File: config.mk
export PLATFORM = sky130hd
export DESIGN_NAME = thermostat_relay_hysteresis_flat
export DESIGN_NICKNAME = d
export VERILOG_FILES = /design/src/trh_pkg.sv /design/src/trh_if.sv /design/src/thermostat_relay_hysteresis.sv /design/src/flat_wrapper.sv
export SDC_FILE = /design/constraint.sdc
export NUM_CORES = 1
export LEC_CHECK = 0
export ABC_CLOCK_PERIOD_IN_PS = 10300
export BUFFER_PORTS_ARGS = -buffer_cell sky130_fd_sc_hd__buf_4
export CORE_ASPECT_RATIO = 0.9
export CORE_UTILIZATION = 65
export DETAILED_ROUTE_END_ITERATION = 16
export PLACE_DENSITY_LB_ADDON = 0.15
export SYNTH_ARGS = -nofsm -noshare
export SYNTH_HDL_FRONTEND = slang
export SYNTH_SLANG_ARGS = --single-unit
File: constraint.sdc
create_clock -name clk -period 10.3 [get_ports clk]
set_input_delay 1.545 -clock clk [delete_from_list [all_inputs] [get_ports clk]]
set_output_delay 1.545 -clock clk [all_outputs]
set_load 0.01 [all_outputs]
File: src/trh_pkg.sv
package trh_pkg;

  // Configuration register indexes
  typedef enum logic [2:0] {
    CFG_SETPOINT    = 3'd0,
    CFG_HYSTERESIS  = 3'd1,
    CFG_INTERVAL_MS = 3'd2,
    CFG_MIN_ON_MS   = 3'd3,
    CFG_MIN_OFF_MS  = 3'd4
  } cfg_idx_t;

  localparam int CfgIdxW  = 3;
  localparam int CfgDataW = 32;

  // Reset values of the configuration registers
  localparam logic signed [11:0] SetpointRst   = 12'sd352;
  localparam logic        [7:0]  HysteresisRst = 8'd8;
  localparam logic        [31:0] IntervalRst   = 32'd1000;
  localparam logic        [31:0] MinOnRst      = 32'd30000;
  localparam logic        [31:0] MinOffRst     = 32'd30000;

  // Fan thresholds above setpoint, 1/16 degree units (2.0 and 1.0 degrees)
  localparam logic signed [13:0] FanOnOffset  = 14'sd32;
  localparam logic signed [13:0] FanOffOffset = 14'sd16;

  // One result item
  typedef struct packed {
    logic heater_relay;
    logic fan_relay;
    logic evaluated;
    logic heater_switched;
    logic fan_switched;
  } out_item_t;

endpackage

File: src/trh_if.sv
// Input channel: one timestamped temperature sample per transfer
interface trh_in_if;
  logic               valid;
  logic               ready;
  logic        [31:0] time_ms;
  logic signed [11:0] temperature;
  logic               temp_valid;

  modport source (output valid, output time_ms, output temperature, output temp_valid,
                  input ready);
  modport sink   (input valid, input time_ms, input temperature, input temp_valid,
                  output ready);
endinterface

// Result channel: relay levels and status flags per transfer
interface trh_out_if;
  logic valid;
  logic ready;
  logic heater_relay;
  logic fan_relay;
  logic evaluated;
  logic heater_switched;
  logic fan_switched;

  modport source (output valid, output heater_relay, output fan_relay, output evaluated,
                  output heater_switched, output fan_switched, input ready);
  modport sink   (input valid, input heater_relay, input fan_relay, input evaluated,
                  input heater_switched, input fan_switched, output ready);
endinterface

File: src/thermostat_relay_hysteresis.sv
// Channel   Direction  Transfer when              Payload
// in_ch     input      in_ch.valid & in_ch.ready   time_ms, temperature, temp_valid
// out_ch    output     out_ch.valid & out_ch.ready relay levels, evaluated, switched flags
// cfg_*     input      cfg_we                      cfg_index, cfg_data (no read-back)
//
// One sample per cycle while in_ch.ready is high; each result is registered.
// Control state updates at the input transfer; the result lands in an output
// register backed by a one-entry skid register, so one result may wait while the
// next sample is taken. in_ch.ready drops only while the skid register is full.
// Synchronous active-low reset restores register defaults and relays off.
module thermostat_relay_hysteresis
  import trh_pkg::*;
(
  input  logic                clk,
  input  logic                rst_n,
  trh_in_if.sink              in_ch,
  trh_out_if.source           out_ch,
  input  logic                cfg_we,
  input  logic [CfgIdxW-1:0]  cfg_index,
  input  logic [CfgDataW-1:0] cfg_data
);

  // Configuration registers
  logic signed [11:0] setpoint_r;
  logic        [7:0]  hysteresis_r;
  logic        [31:0] interval_r;
  logic        [31:0] min_on_r;
  logic        [31:0] min_off_r;

  always_ff @(posedge clk) begin
    if (!rst_n) begin
      setpoint_r   <= SetpointRst;
      hysteresis_r <= HysteresisRst;
      interval_r   <= IntervalRst;
      min_on_r     <= MinOnRst;
      min_off_r    <= MinOffRst;
    end else if (cfg_we) begin
      case (cfg_idx_t'(cfg_index))
        CFG_SETPOINT:    setpoint_r   <= cfg_data[11:0];
        CFG_HYSTERESIS:  hysteresis_r <= cfg_data[7:0];
        CFG_INTERVAL_MS: interval_r   <= cfg_data;
        CFG_MIN_ON_MS:   min_on_r     <= cfg_data;
        CFG_MIN_OFF_MS:  min_off_r    <= cfg_data;
        default: ;
      endcase
    end
  end

  // Control state
  logic [31:0] last_eval_r, last_eval_nxt;
  logic        heater_r, heater_nxt;
  logic        fan_r, fan_nxt;
  logic [31:0] heat_tgl_r, heat_tgl_nxt;
  logic [31:0] fan_tgl_r, fan_tgl_nxt;

  // Output register and skid register
  out_item_t out_r, out_nxt;
  out_item_t skid_r, skid_nxt;
  logic      out_valid_r, out_valid_nxt;
  logic      skid_valid_r, skid_valid_nxt;

  logic in_xfer;
  logic out_xfer;

  assign in_ch.ready = !skid_valid_r;
  assign in_xfer     = in_ch.valid && in_ch.ready;
  assign out_xfer    = out_valid_r && out_ch.ready;

  // Thresholds, 14-bit signed to cover setpoint plus or minus hysteresis
  logic signed [13:0] sp_ext;
  logic signed [13:0] hyst_ext;
  logic signed [13:0] temp_ext;
  logic signed [13:0] heat_lo;
  logic signed [13:0] heat_hi;
  logic signed [13:0] fan_on_th;
  logic signed [13:0] fan_off_th;

  assign sp_ext     = 14'(setpoint_r);
  assign hyst_ext   = $signed({6'd0, hysteresis_r});
  assign temp_ext   = 14'(in_ch.temperature);
  assign heat_lo    = sp_ext - hyst_ext;
  assign heat_hi    = sp_ext + hyst_ext;
  assign fan_on_th  = sp_ext + FanOnOffset;
  assign fan_off_th = sp_ext + FanOffOffset;

  // Wrapping time differences
  logic [31:0] since_eval;
  logic [31:0] heat_age;
  logic [31:0] fan_age;
  logic        due;
  logic        evaluated;
  logic        heat_sw;
  logic        fan_sw;

  assign since_eval = in_ch.time_ms - last_eval_r;
  assign heat_age   = in_ch.time_ms - heat_tgl_r;
  assign fan_age    = in_ch.time_ms - fan_tgl_r;
  assign due        = since_eval >= interval_r;
  assign evaluated  = due && in_ch.temp_valid;

  // Switch decisions, gated by minimum on/off time
  always_comb begin
    if (!heater_r) begin
      heat_sw = evaluated && (temp_ext <= heat_lo) && (heat_age >= min_off_r);
    end else begin
      heat_sw = evaluated && (temp_ext >= heat_hi) && (heat_age >= min_on_r);
    end
    if (!fan_r) begin
      fan_sw = evaluated && (temp_ext >= fan_on_th) && (fan_age >= min_off_r);
    end else begin
      fan_sw = evaluated && (temp_ext <= fan_off_th) && (fan_age >= min_on_r);
    end
  end

  // Next control state and result
  out_item_t res;

  always_comb begin
    last_eval_nxt = last_eval_r;
    heater_nxt    = heater_r;
    fan_nxt       = fan_r;
    heat_tgl_nxt  = heat_tgl_r;
    fan_tgl_nxt   = fan_tgl_r;
    if (in_xfer) begin
      if (due) begin
        last_eval_nxt = in_ch.time_ms;
      end
      if (heat_sw) begin
        heater_nxt   = !heater_r;
        heat_tgl_nxt = in_ch.time_ms;
      end
      if (fan_sw) begin
        fan_nxt     = !fan_r;
        fan_tgl_nxt = in_ch.time_ms;
      end
    end
    res.heater_relay    = heater_r ^ heat_sw;
    res.fan_relay       = fan_r ^ fan_sw;
    res.evaluated       = evaluated;
    res.heater_switched = heat_sw;
    res.fan_switched    = fan_sw;
  end

  // Output register / skid steering
  always_comb begin
    out_nxt        = out_r;
    skid_nxt       = skid_r;
    out_valid_nxt  = out_valid_r;
    skid_valid_nxt = skid_valid_r;
    if (!out_valid_r || out_xfer) begin
      if (skid_valid_r) begin
        out_nxt        = skid_r;
        out_valid_nxt  = 1'b1;
        skid_valid_nxt = 1'b0;
      end else begin
        out_nxt       = res;
        out_valid_nxt = in_xfer;
      end
    end else if (in_xfer) begin
      skid_nxt       = res;
      skid_valid_nxt = 1'b1;
    end
  end

  always_ff @(posedge clk) begin
    if (!rst_n) begin
      last_eval_r  <= '0;
      heater_r     <= 1'b0;
      fan_r        <= 1'b0;
      heat_tgl_r   <= '0;
      fan_tgl_r    <= '0;
      out_valid_r  <= 1'b0;
      skid_valid_r <= 1'b0;
    end else begin
      last_eval_r  <= last_eval_nxt;
      heater_r     <= heater_nxt;
      fan_r        <= fan_nxt;
      heat_tgl_r   <= heat_tgl_nxt;
      fan_tgl_r    <= fan_tgl_nxt;
      out_valid_r  <= out_valid_nxt;
      skid_valid_r <= skid_valid_nxt;
    end
  end

  always_ff @(posedge clk) begin
    out_r  <= out_nxt;
    skid_r <= skid_nxt;
  end

  assign out_ch.valid           = out_valid_r;
  assign out_ch.heater_relay    = out_r.heater_relay;
  assign out_ch.fan_relay       = out_r.fan_relay;
  assign out_ch.evaluated       = out_r.evaluated;
  assign out_ch.heater_switched = out_r.heater_switched;
  assign out_ch.fan_switched    = out_r.fan_switched;

  // Checks
  a_skid_needs_out: assert property (@(posedge clk) disable iff (!rst_n)
    skid_valid_r |-> out_valid_r)
    else $error("skid register full while output register empty");

  a_switch_needs_eval: assert property (@(posedge clk) disable iff (!rst_n)
    out_valid_r && (out_r.heater_switched || out_r.fan_switched) |-> out_r.evaluated)
    else $error("relay switched without evaluation");

  a_heater_toggle: assert property (@(posedge clk) disable iff (!rst_n)
    in_xfer && heat_sw |=> heater_r != $past(heater_r) && heat_tgl_r == $past(in_ch.time_ms))
    else $error("heater switch not reflected in state");

  a_state_holds: assert property (@(posedge clk) disable iff (!rst_n)
    !in_xfer |=> $stable(last_eval_r) && $stable(heater_r) && $stable(fan_r))
    else $error("control state changed without input transfer");

endmodule
File: src/flat_wrapper.sv
// flat-port wrapper written by rule: the top's interface ports become plain ports
module thermostat_relay_hysteresis_flat import trh_pkg::*;
  (clk, rst_n, cfg_we, cfg_index, cfg_data, in_ch_valid, in_ch_time_ms, in_ch_temperature, in_ch_temp_valid, in_ch_ready, out_ch_valid, out_ch_heater_relay, out_ch_fan_relay, out_ch_evaluated, out_ch_heater_switched, out_ch_fan_switched, out_ch_ready);
  trh_in_if in_ch_i ();
  trh_out_if out_ch_i ();
  input  logic clk;
  input  logic rst_n;
  input  logic cfg_we;
  input  logic [CfgIdxW-1:0] cfg_index;
  input  logic [CfgDataW-1:0] cfg_data;
  input wire logic [$bits(in_ch_i.valid)-1:0] in_ch_valid;
  input wire logic [$bits(in_ch_i.time_ms)-1:0] in_ch_time_ms;
  input wire logic [$bits(in_ch_i.temperature)-1:0] in_ch_temperature;
  input wire logic [$bits(in_ch_i.temp_valid)-1:0] in_ch_temp_valid;
  output wire logic [$bits(in_ch_i.ready)-1:0] in_ch_ready;
  output wire logic [$bits(out_ch_i.valid)-1:0] out_ch_valid;
  output wire logic [$bits(out_ch_i.heater_relay)-1:0] out_ch_heater_relay;
  output wire logic [$bits(out_ch_i.fan_relay)-1:0] out_ch_fan_relay;
  output wire logic [$bits(out_ch_i.evaluated)-1:0] out_ch_evaluated;
  output wire logic [$bits(out_ch_i.heater_switched)-1:0] out_ch_heater_switched;
  output wire logic [$bits(out_ch_i.fan_switched)-1:0] out_ch_fan_switched;
  input wire logic [$bits(out_ch_i.ready)-1:0] out_ch_ready;
  assign in_ch_i.valid = in_ch_valid;
  assign in_ch_i.time_ms = in_ch_time_ms;
  assign in_ch_i.temperature = in_ch_temperature;
  assign in_ch_i.temp_valid = in_ch_temp_valid;
  assign in_ch_ready = in_ch_i.ready;
  assign out_ch_valid = out_ch_i.valid;
  assign out_ch_heater_relay = out_ch_i.heater_relay;
  assign out_ch_fan_relay = out_ch_i.fan_relay;
  assign out_ch_evaluated = out_ch_i.evaluated;
  assign out_ch_heater_switched = out_ch_i.heater_switched;
  assign out_ch_fan_switched = out_ch_i.fan_switched;
  assign out_ch_i.ready = out_ch_ready;
  thermostat_relay_hysteresis u_core (.clk(clk), .rst_n(rst_n), .in_ch(in_ch_i), .out_ch(out_ch_i), .cfg_we(cfg_we), .cfg_index(cfg_index), .cfg_data(cfg_data));
endmodule
==> results of run 1 <==
## path summary, 6_finish.rpt
kind,endpoint,slack [ns],cells past startpoint
worst max register to register,u_core.fan_tgl_r[12],3.36,22
worst min register to register,u_core.fan_tgl_r[15],0.45,2
worst min-delay path,u_core.fan_tgl_r[15],0.45,2
worst max-delay path,u_core.fan_tgl_r[12],2.43,24
## report_power, final
part	internal (mW)	switching [mW]
clock network	0.626	0.386
logic	0.550	0.742
registers	0.941	0.0313
total	2.12	1.16
## sequential cells by signal, summed over array words and instances (netlist names), 8 cells and up
name,flops
u_core.fan_tgl_r,32
u_core.heat_tgl_r,32
u_core.interval_r,32
u_core.last_eval_r,32
u_core.min_off_r,32
u_core.min_on_r,32
u_core.setpoint_r,12
u_core.hysteresis_r,8
## layout by cell type, fill, tap and decap left out, types with 21 or more instances in the layout
cell,n
sky130_fd_sc_hd__a21boi_0,97
sky130_fd_sc_hd__a21o_1,104
sky130_fd_sc_hd__a21oi_1,138
sky130_fd_sc_hd__buf_4,98
sky130_fd_sc_hd__clkbuf_16,27
sky130_fd_sc_hd__dfxtp_1,216
sky130_fd_sc_hd__ha_1,319
sky130_fd_sc_hd__inv_1,246
sky130_fd_sc_hd__mux2i_1,95
sky130_fd_sc_hd__nand2_1,372
sky130_fd_sc_hd__nand2b_1,21
sky130_fd_sc_hd__nand3_1,37
sky130_fd_sc_hd__nand4_1,43
sky130_fd_sc_hd__nor2_1,70
sky130_fd_sc_hd__nor2b_1,65
sky130_fd_sc_hd__o211ai_1,29
sky130_fd_sc_hd__o21a_1,25
sky130_fd_sc_hd__o21ai_0,80
sky130_fd_sc_hd__xnor2_1,75
sky130_fd_sc_hd__xor2_1,37
## cell families after synthesis
group	count (synthesis)	synth area share, %
and+or+nand+nor	686	16.7
adders and majority gates	324	21.7
muxes	99	5.29
xor gates and xnor gates	112	5.21
DFF	226	24.5
AOI/OAI and AO/OA	560	20.0
buffers and inverters	315	6.56
## tightest hold or removal path, stage by stage, from the launching register on
cell and delay [ns]:
sky130_fd_sc_hd__dfxtp_1 0.30, sky130_fd_sc_hd__nand2_1 0.05, sky130_fd_sc_hd__mux2i_1 0.05
## routing by layer
| layer | vias up | wire length, um | global-route usage, % |
|---|---|---|---|
| met5 | - | 0 | 0 |
| met4 | 0 | 1370 | 9.90 |
| met3 | 88 | 3340 | 4.57 |
| met2 | 523 | 21900 | 55.2 |
| met1 | 7706 | 23500 | 46.3 |
| li1 | 8174 | - | - |
## per-stage QoR
stage          total power, mW  hold slack [ns]  area (um2)  cells  utilization [%]
2_1_floorplan             1.90            0.435       18800   2322                -
3_5_place_dp              2.25            0.448       19700   2713             69.9
4_1_cts                   3.26            0.458       20700   2758             73.2
5_1_grt                   3.47            0.482       20700   2758             73.2
6_report                  3.28            0.455       20700   2758             73.2
3_3_place_gp              2.21            0.443       19700   2713             69.9
## layout make-up
type	instances	share of cell area (%)
Tap cell	360	2.18
Timing Repair Buffer	99	3.62
Clock inverter	8	0.872
Inverter	247	4.49
Multi-Input combinational cell	1781	62.9
Sequential cell	226	22.4
Clock buffer	37	3.60
==> summary.txt, run 1 <==
Synth
  – Most common cell in the netlist: sky130_fd_sc_hd__nand2_1
  – Syn nets: 2,731
  – Async set-reset flop share out of synthesis: 0%
  – Cell types occupying the most area after synthesis: sky130_fd_sc_hd__dfxtp_1, sky130_fd_sc_hd__ha_1, sky130_fd_sc_hd__nand2_1
  – Register bit count reported by yosys: approximately 230
  – Post-synth top area cell: sky130_fd_sc_hd__dfxtp_1
  – Total number of yosys warnings: 0
  – Number of distinct library cells after synthesis: 76
  – Post-synth EDFFs: 10
  – Synth Cell Area: approximately 0.019 mm2
  – Post-synthesis average cell area: between 8 and 9 um2
  – Share of the yosys chip area belonging to registers: between 20 and 25%
  – Commonest cells in the netlist: sky130_fd_sc_hd__nand2_1, sky130_fd_sc_hd__ha_1, sky130_fd_sc_hd__inv_1
  – Most used flip-flop cell after synthesis: sky130_fd_sc_hd__dfxtp_1
  – Top-area cell type share of the netlist area: a little under a quarter
  – Post-synthesis instance total: about 2,300

STA
  – Final WS setup: around 2.4 ns
  – Final-report max-slew violation count: 0
  – Final critical-path required period: 7.87 ns
  – Slew margin rel.: 23.0%
  – Final number of hold-violating endpoints: 0
  – Total Negative Setup Slacks: 0 ns
  – Fin Clk Skew: 0.0273 ns
  – Share of the cycle needed by the critical path after routing: between 70% and 80%
  – Transition time at the pin with the least slew margin: roughly 1.2 ns
  – Final setup violation count: 0
  – Highest achievable clock rate: ~0.13 GHz
  – RSZ-0062 raised after global routing: no

Setup path
  – Buf/Inv on CP: 4
  – Crit. Startpoint: in_ch_time_ms[0]
  – Cell chain of the critical path: buf_4, inv_1, ha_1, inv_1, fa_1, a211oi_1, nor2_1, o2111a_1, o21ai_0, a31oi_1, a211oi_1, o31ai_1, a21oi_1, o21ai_0, xor2_1, ha_1, nand4_1, or4_4, o31ai_4, o2111ai_1, o21ai_2, and2_2, buf_4, mux2i_1
  – Crit path max fanout: 19
  – Kind of start point of the critical path: input pin
  – Critical path class: input pin to flop
  – Crit. End Element: flop
  – Slowest stage cell, crit path: sky130_fd_sc_hd__and2_2
  – Arrival time at the worst endpoint: 8.35 ns
  – Largest incremental delay on the critical path: about 0.7 ns
  – Beginning of the worst register-to-register path: u_core.last_eval_r[0]
  – Top Family by Delay on Critical Path: compound AO/OA/AOI/OAI gates
  – Worst endpoint required time: between 10 and 15 ns

Floorplan
  – Initial core utilization: between 60% and 70%
  – Chip Height: 164 um
  – Placeable core area: approximately 0.028 mm2
  – Total Die Area: between 0.02 and 0.03 mm2
  – Number of top-level pins: 92
  – Die extent in x: about 180 um
  – Total number of placement rows: 58

CTS
  – Cts bufs inserted: 26
  – Number of buffers inserted by hold repair at cts: 0
  – Maximum clock insertion buffer count: 3
  – Root buffer cell: sky130_fd_sc_hd__clkbuf_16
  – TritonCTS clock tree: done
  – Post-CTS clock slew at the launch and capture registers of the worst setup and hold paths: about 0.060 ns
  – Clock sinks: about 230
  – Clk_lat worst skew: around 0.56 ns
  – Setup fix buffers added after clock tree synthesis: 0
  – Deepest level of the CTS H-tree: 1
  – Resized Gates After CTS: 0

Detailed routing
  – Routed wire length: approximately 50,000 um
  – Antenna viol nets, final: 0
  – Detailed-routing iteration count for the pre-antenna-repair pass: 5
  – Residual DRC count: 0
  – Number of vias per cell: 5.98
  – Initial drt markers: 1,221
  – Routed length per instance: about 18 um
  – Number of vias after detailed routing: 16,500

Min path
  – Worst min-delay path class: flop to flop
  – Source of the worst hold timing path: u_core.fan_tgl_r[15]

Global route
  – Overall fraction of global-route tracks in use: between 30% and 40%
  – Largest net degree at the start of global routing: around 160
  – First-pass GRT wire length: roughly 80,000 um
  – Number of global-route vias before repair: ~16,000
  – Initial antenna violation count: 0
  – GRT Residual Overflow: 0

Power and ir drop
  – Lkg Pwr: about 8.9 nW
  – Worst supply voltage drop on vdd: approximately 0.00015 V
  – Pwr Density: ~160 mW/mm2

Place
  – Count of input and output buffers: 91
  – Detail Placement HPWL: roughly 39,000 um
  – Routability congestion estimate from global placement: approximately 0.92
  – Worst Setup Slack post-DPL: 2.00 ns

Run
  – Maximum Capacitance Violations: 0

Finish
  – Area Growth Syn to Fin: 9.66%
  – Layout filler cell count: roughly 2,200
  – Layout cells sized above 1: under 10%
  – # diodes: 0
  – Net count, final: roughly 2,800
  – Sequential cell area: 0.00462 mm2
  – Combined area of the multi-input logic cells: 0.0130 mm2

Outcome
  – Result of the run: finished, final reports clean
No activity file was read; power rests on OpenSTA's default activity.
==> inputs of run 2 (changes only) <==
ABC_CLOCK_PERIOD_IN_PS = 8000   (was 10300)
CORE_UTILIZATION = 63   (was 65)
clock period = 8 ns   (was 10.3 ns; I/O delays follow)
==> run 2 against run 1 <==
Effect of this change:
- clock power rose by 28%
- hold slack improved by 0.0040 ns
- non-clock buffer count increased by 2
- critical path depth is the same
- die area increased by 3.1%
- register-to-register slack lost 1.9 ns
- worst setup slack worse by 1.5 ns
- clock skew about the same
- final cell count rose by 1.4%
- core utilization decreased by 2.1 points
- global-route usage shrank 1.1 points
==> summary.txt, run 2 (synthesis gave the netlist of run 1 again) <==
Run
  – Maximum Capacitance Violations: 0

Detailed routing
  – Routed length per instance: 17.9 um
  – Number of vias per cell: approximately 6.0
  – Detailed-routing iteration count for the pre-antenna-repair pass: 5
  – Antenna viol nets, final: 0
  – Residual DRC count: 0
  – Number of vias after detailed routing: roughly 17,000
  – Wl on met1: approximately 24,000 um
  – Met3 wirelength from detailed routing: approximately 3000 um
  – Initial drt markers: ~1,400
  – Met2 wirelength from detailed routing: 22,500 um
  – Top routing layer in use: met4
  – Routed wire length: between 50,000 and 60,000 um

Setup path
  – Beginning of the worst register-to-register path: u_core.last_eval_r[0]
  – Critical path class: input pin to flop
  – Crit path max fanout: 29
  – Crit. End Element: flop
  – Worst reg2reg path depth: 22
  – Reg2reg setup slack: 1.49 ns
  – Worst R2R End: u_core.fan_tgl_r[19]
  – Arrival time at the worst endpoint: 7.57 ns
  – Kind of start point of the critical path: input pin
  – Worst endpoint required time: approximately 8.5 ns

Floorplan
  – Placeable core area: 0.0292 mm2
  – Initial core utilization: 64.6%
  – Die extent in x: about 180 um
  – Chip Height: 166 um
  – Number of top-level pins: 92
  – Total Die Area: about 0.031 mm2
  – Total number of placement rows: 59

STA
  – Transition time at the pin with the least slew margin: about 1.1 ns
  – Final critical-path required period: between 7 and 8 ns
  – Total Negative Setup Slacks: 0 ns
  – Slew margin rel.: a little over a quarter
  – Final-report max-slew violation count: 0
  – Final setup violation count: 0
  – Highest achievable clock rate: about 0.14 GHz
  – Share of the cycle needed by the critical path after routing: between 80% and 90%
  – Fin Clk Skew: about 0.027 ns
  – RSZ-0062 raised after global routing: no
  – Final number of hold-violating endpoints: 0
  – Final WS setup: 0.904 ns

Place
  – Routability congestion estimate from global placement: slightly above 0.9
  – Count of input and output buffers: 91
  – Worst Setup Slack post-DPL: approximately 0.6 ns
  – Detail Placement HPWL: a little under 40,000 um
  – Cells after DPL: 2,751

Global route
  – Overall fraction of global-route tracks in use: 32.7%
  – First-pass GRT wire length: approximately 81,000 um
  – Number of global-route vias before repair: approximately 16,000
  – Largest net degree at the start of global routing: around 170
  – GRT Residual Overflow: 0
  – Initial antenna violation count: 0

CTS
  – Clock sinks: between 200 and 250
  – Cts bufs inserted: 25
  – Maximum clock insertion buffer count: 3
  – Clk_lat worst skew: 0.55 ns
  – TritonCTS clock tree: done
  – Number of buffers inserted by hold repair at cts: 0
  – Setup fix buffers added after clock tree synthesis: 0
  – Post-CTS clock slew at the launch and capture registers of the worst setup and hold paths: 0.06 ns
  – Root buffer cell: sky130_fd_sc_hd__clkbuf_16
  – Resized Gates After CTS: 0
  – Deepest level of the CTS H-tree: 1

Finish
  – Most frequent standard cell in the layout excluding fill and tap cells: sky130_fd_sc_hd__nand2_1
  – Layout cells sized above 1: just over 7%
  – Combined area of the multi-input logic cells: about 0.013 mm2
  – Utilization after layout: a little under three quarters
  – Highest-count cells in the layout ignoring fill and taps: sky130_fd_sc_hd__nand2_1, sky130_fd_sc_hd__ha_1, sky130_fd_sc_hd__inv_1
  – # diodes: 0
  – Sequential cell area: 0.00462 mm2
  – Layout filler cell count: ~2,400
  – Net count, final: 2,791
  – Area Growth Syn to Fin: 9.98%
  – Final Non-Filler Cells: 2,797

Min path
  – Worst hold path cell count: 2
  – WHS Endpoint: u_core.fan_tgl_r[16]
  – Source of the worst hold timing path: u_core.fan_tgl_r[16]
  – Worst min-delay path class: flop to flop

Outcome
  – Result of the run: finished, final reports clean

Power and ir drop
  – Clock Power Share: about 31%
  – Switching Fraction: about 36%
  – Lkg Pwr: between 8 and 9 nW
  – Pwr Density: 203 mW/mm2
  – Power share of the sequential group: 29.7%
  – Cell Int Power: 2.70 mW
  – Worst supply voltage drop on vdd: around 0.00019 V
  – Total net switching power: approximately 1.5 mW
  – Combinational Power Share: 39.7%
[run 2: final cells by class]
| type | count | share of cell area, % |
|---|---|---|
| Tap cell | 396 | 2.39 |
| Inverter | 247 | 4.47 |
| Clock inverter | 13 | 0.966 |
| Multi-Input combinational cell | 1781 | 62.7 |
| Timing Repair Buffer | 101 | 3.74 |
| Sequential cell | 226 | 22.3 |
| Clock buffer | 33 | 3.41 |
[run 2: layer usage]
metal / vias to the layer above / global-route usage [%]
met5: - / 0
met4: 0 / 6.12
met3: 65 / 3.20
met2: 528 / 53.8
met1: 7890 / 46.4
li1: 8163 / -
[run 2: power by group through the flow]
stage / Sequential (mW) / Clock, mW / Combinational, mW
after floorplan: 1.27 / 0 / 1.18
after global placement: 1.27 / 0 / 1.57
after detailed placement: 1.28 / 0 / 1.63
after CTS: 1.25 / 1.30 / 1.64
after global routing: 1.26 / 1.34 / 1.85
final: 1.25 / 1.29 / 1.67
[run 2: per-stage QoR]
step                hold WS, ns  area (um2)  power [mW]
detailed placement        0.451       19800        2.91
floorplan                 0.435       18800        2.45
global placement          0.442       19800        2.84
finish                    0.459       20700        4.21
CTS                       0.460       20700        4.19
global route              0.477       20700        4.45
[run 2: how the worst max path moves through the flow]
stage | startpoint | end | cells past startpoint
6_report | in_ch_time_ms[0] | u_core.fan_tgl_r[19] | 24
5_1_grt | in_ch_time_ms[0] | u_core.fan_tgl_r[29] | 24
4_1_cts | in_ch_time_ms[0] | u_core.fan_tgl_r[29] | 24
3_5_place_dp | in_ch_time_ms[0] | u_core.fan_tgl_r[3] | 24
3_3_place_gp | in_ch_time_ms[0] | u_core.fan_tgl_r[24] | 24
2_1_floorplan | in_ch_time_ms[0] | u_core.fan_tgl_r[10] | 24
[run 2: critical path, stage by stage]
cell and delay [ns]:
sky130_fd_sc_hd__buf_4 0.11, sky130_fd_sc_hd__inv_1 0.13, sky130_fd_sc_hd__ha_1 0.21, sky130_fd_sc_hd__inv_1 0.06, sky130_fd_sc_hd__fa_1 0.41, sky130_fd_sc_hd__a211oi_1 0.22, sky130_fd_sc_hd__nor2_1 0.12, sky130_fd_sc_hd__o2111a_1 0.28
sky130_fd_sc_hd__o21ai_0 0.38, sky130_fd_sc_hd__a31oi_1 0.28, sky130_fd_sc_hd__a211oi_1 0.50, sky130_fd_sc_hd__o31ai_1 0.15, sky130_fd_sc_hd__a21oi_1 0.32, sky130_fd_sc_hd__o21ai_0 0.19, sky130_fd_sc_hd__xor2_1 0.17, sky130_fd_sc_hd__ha_1 0.28
sky130_fd_sc_hd__nand4_1 0.14, sky130_fd_sc_hd__or4_4 0.58, sky130_fd_sc_hd__o31ai_4 0.46, sky130_fd_sc_hd__o2111ai_1 0.26, sky130_fd_sc_hd__o21ai_2 0.22, sky130_fd_sc_hd__and2_2 0.32, sky130_fd_sc_hd__buf_12 0.29, sky130_fd_sc_hd__mux2i_1 0.22
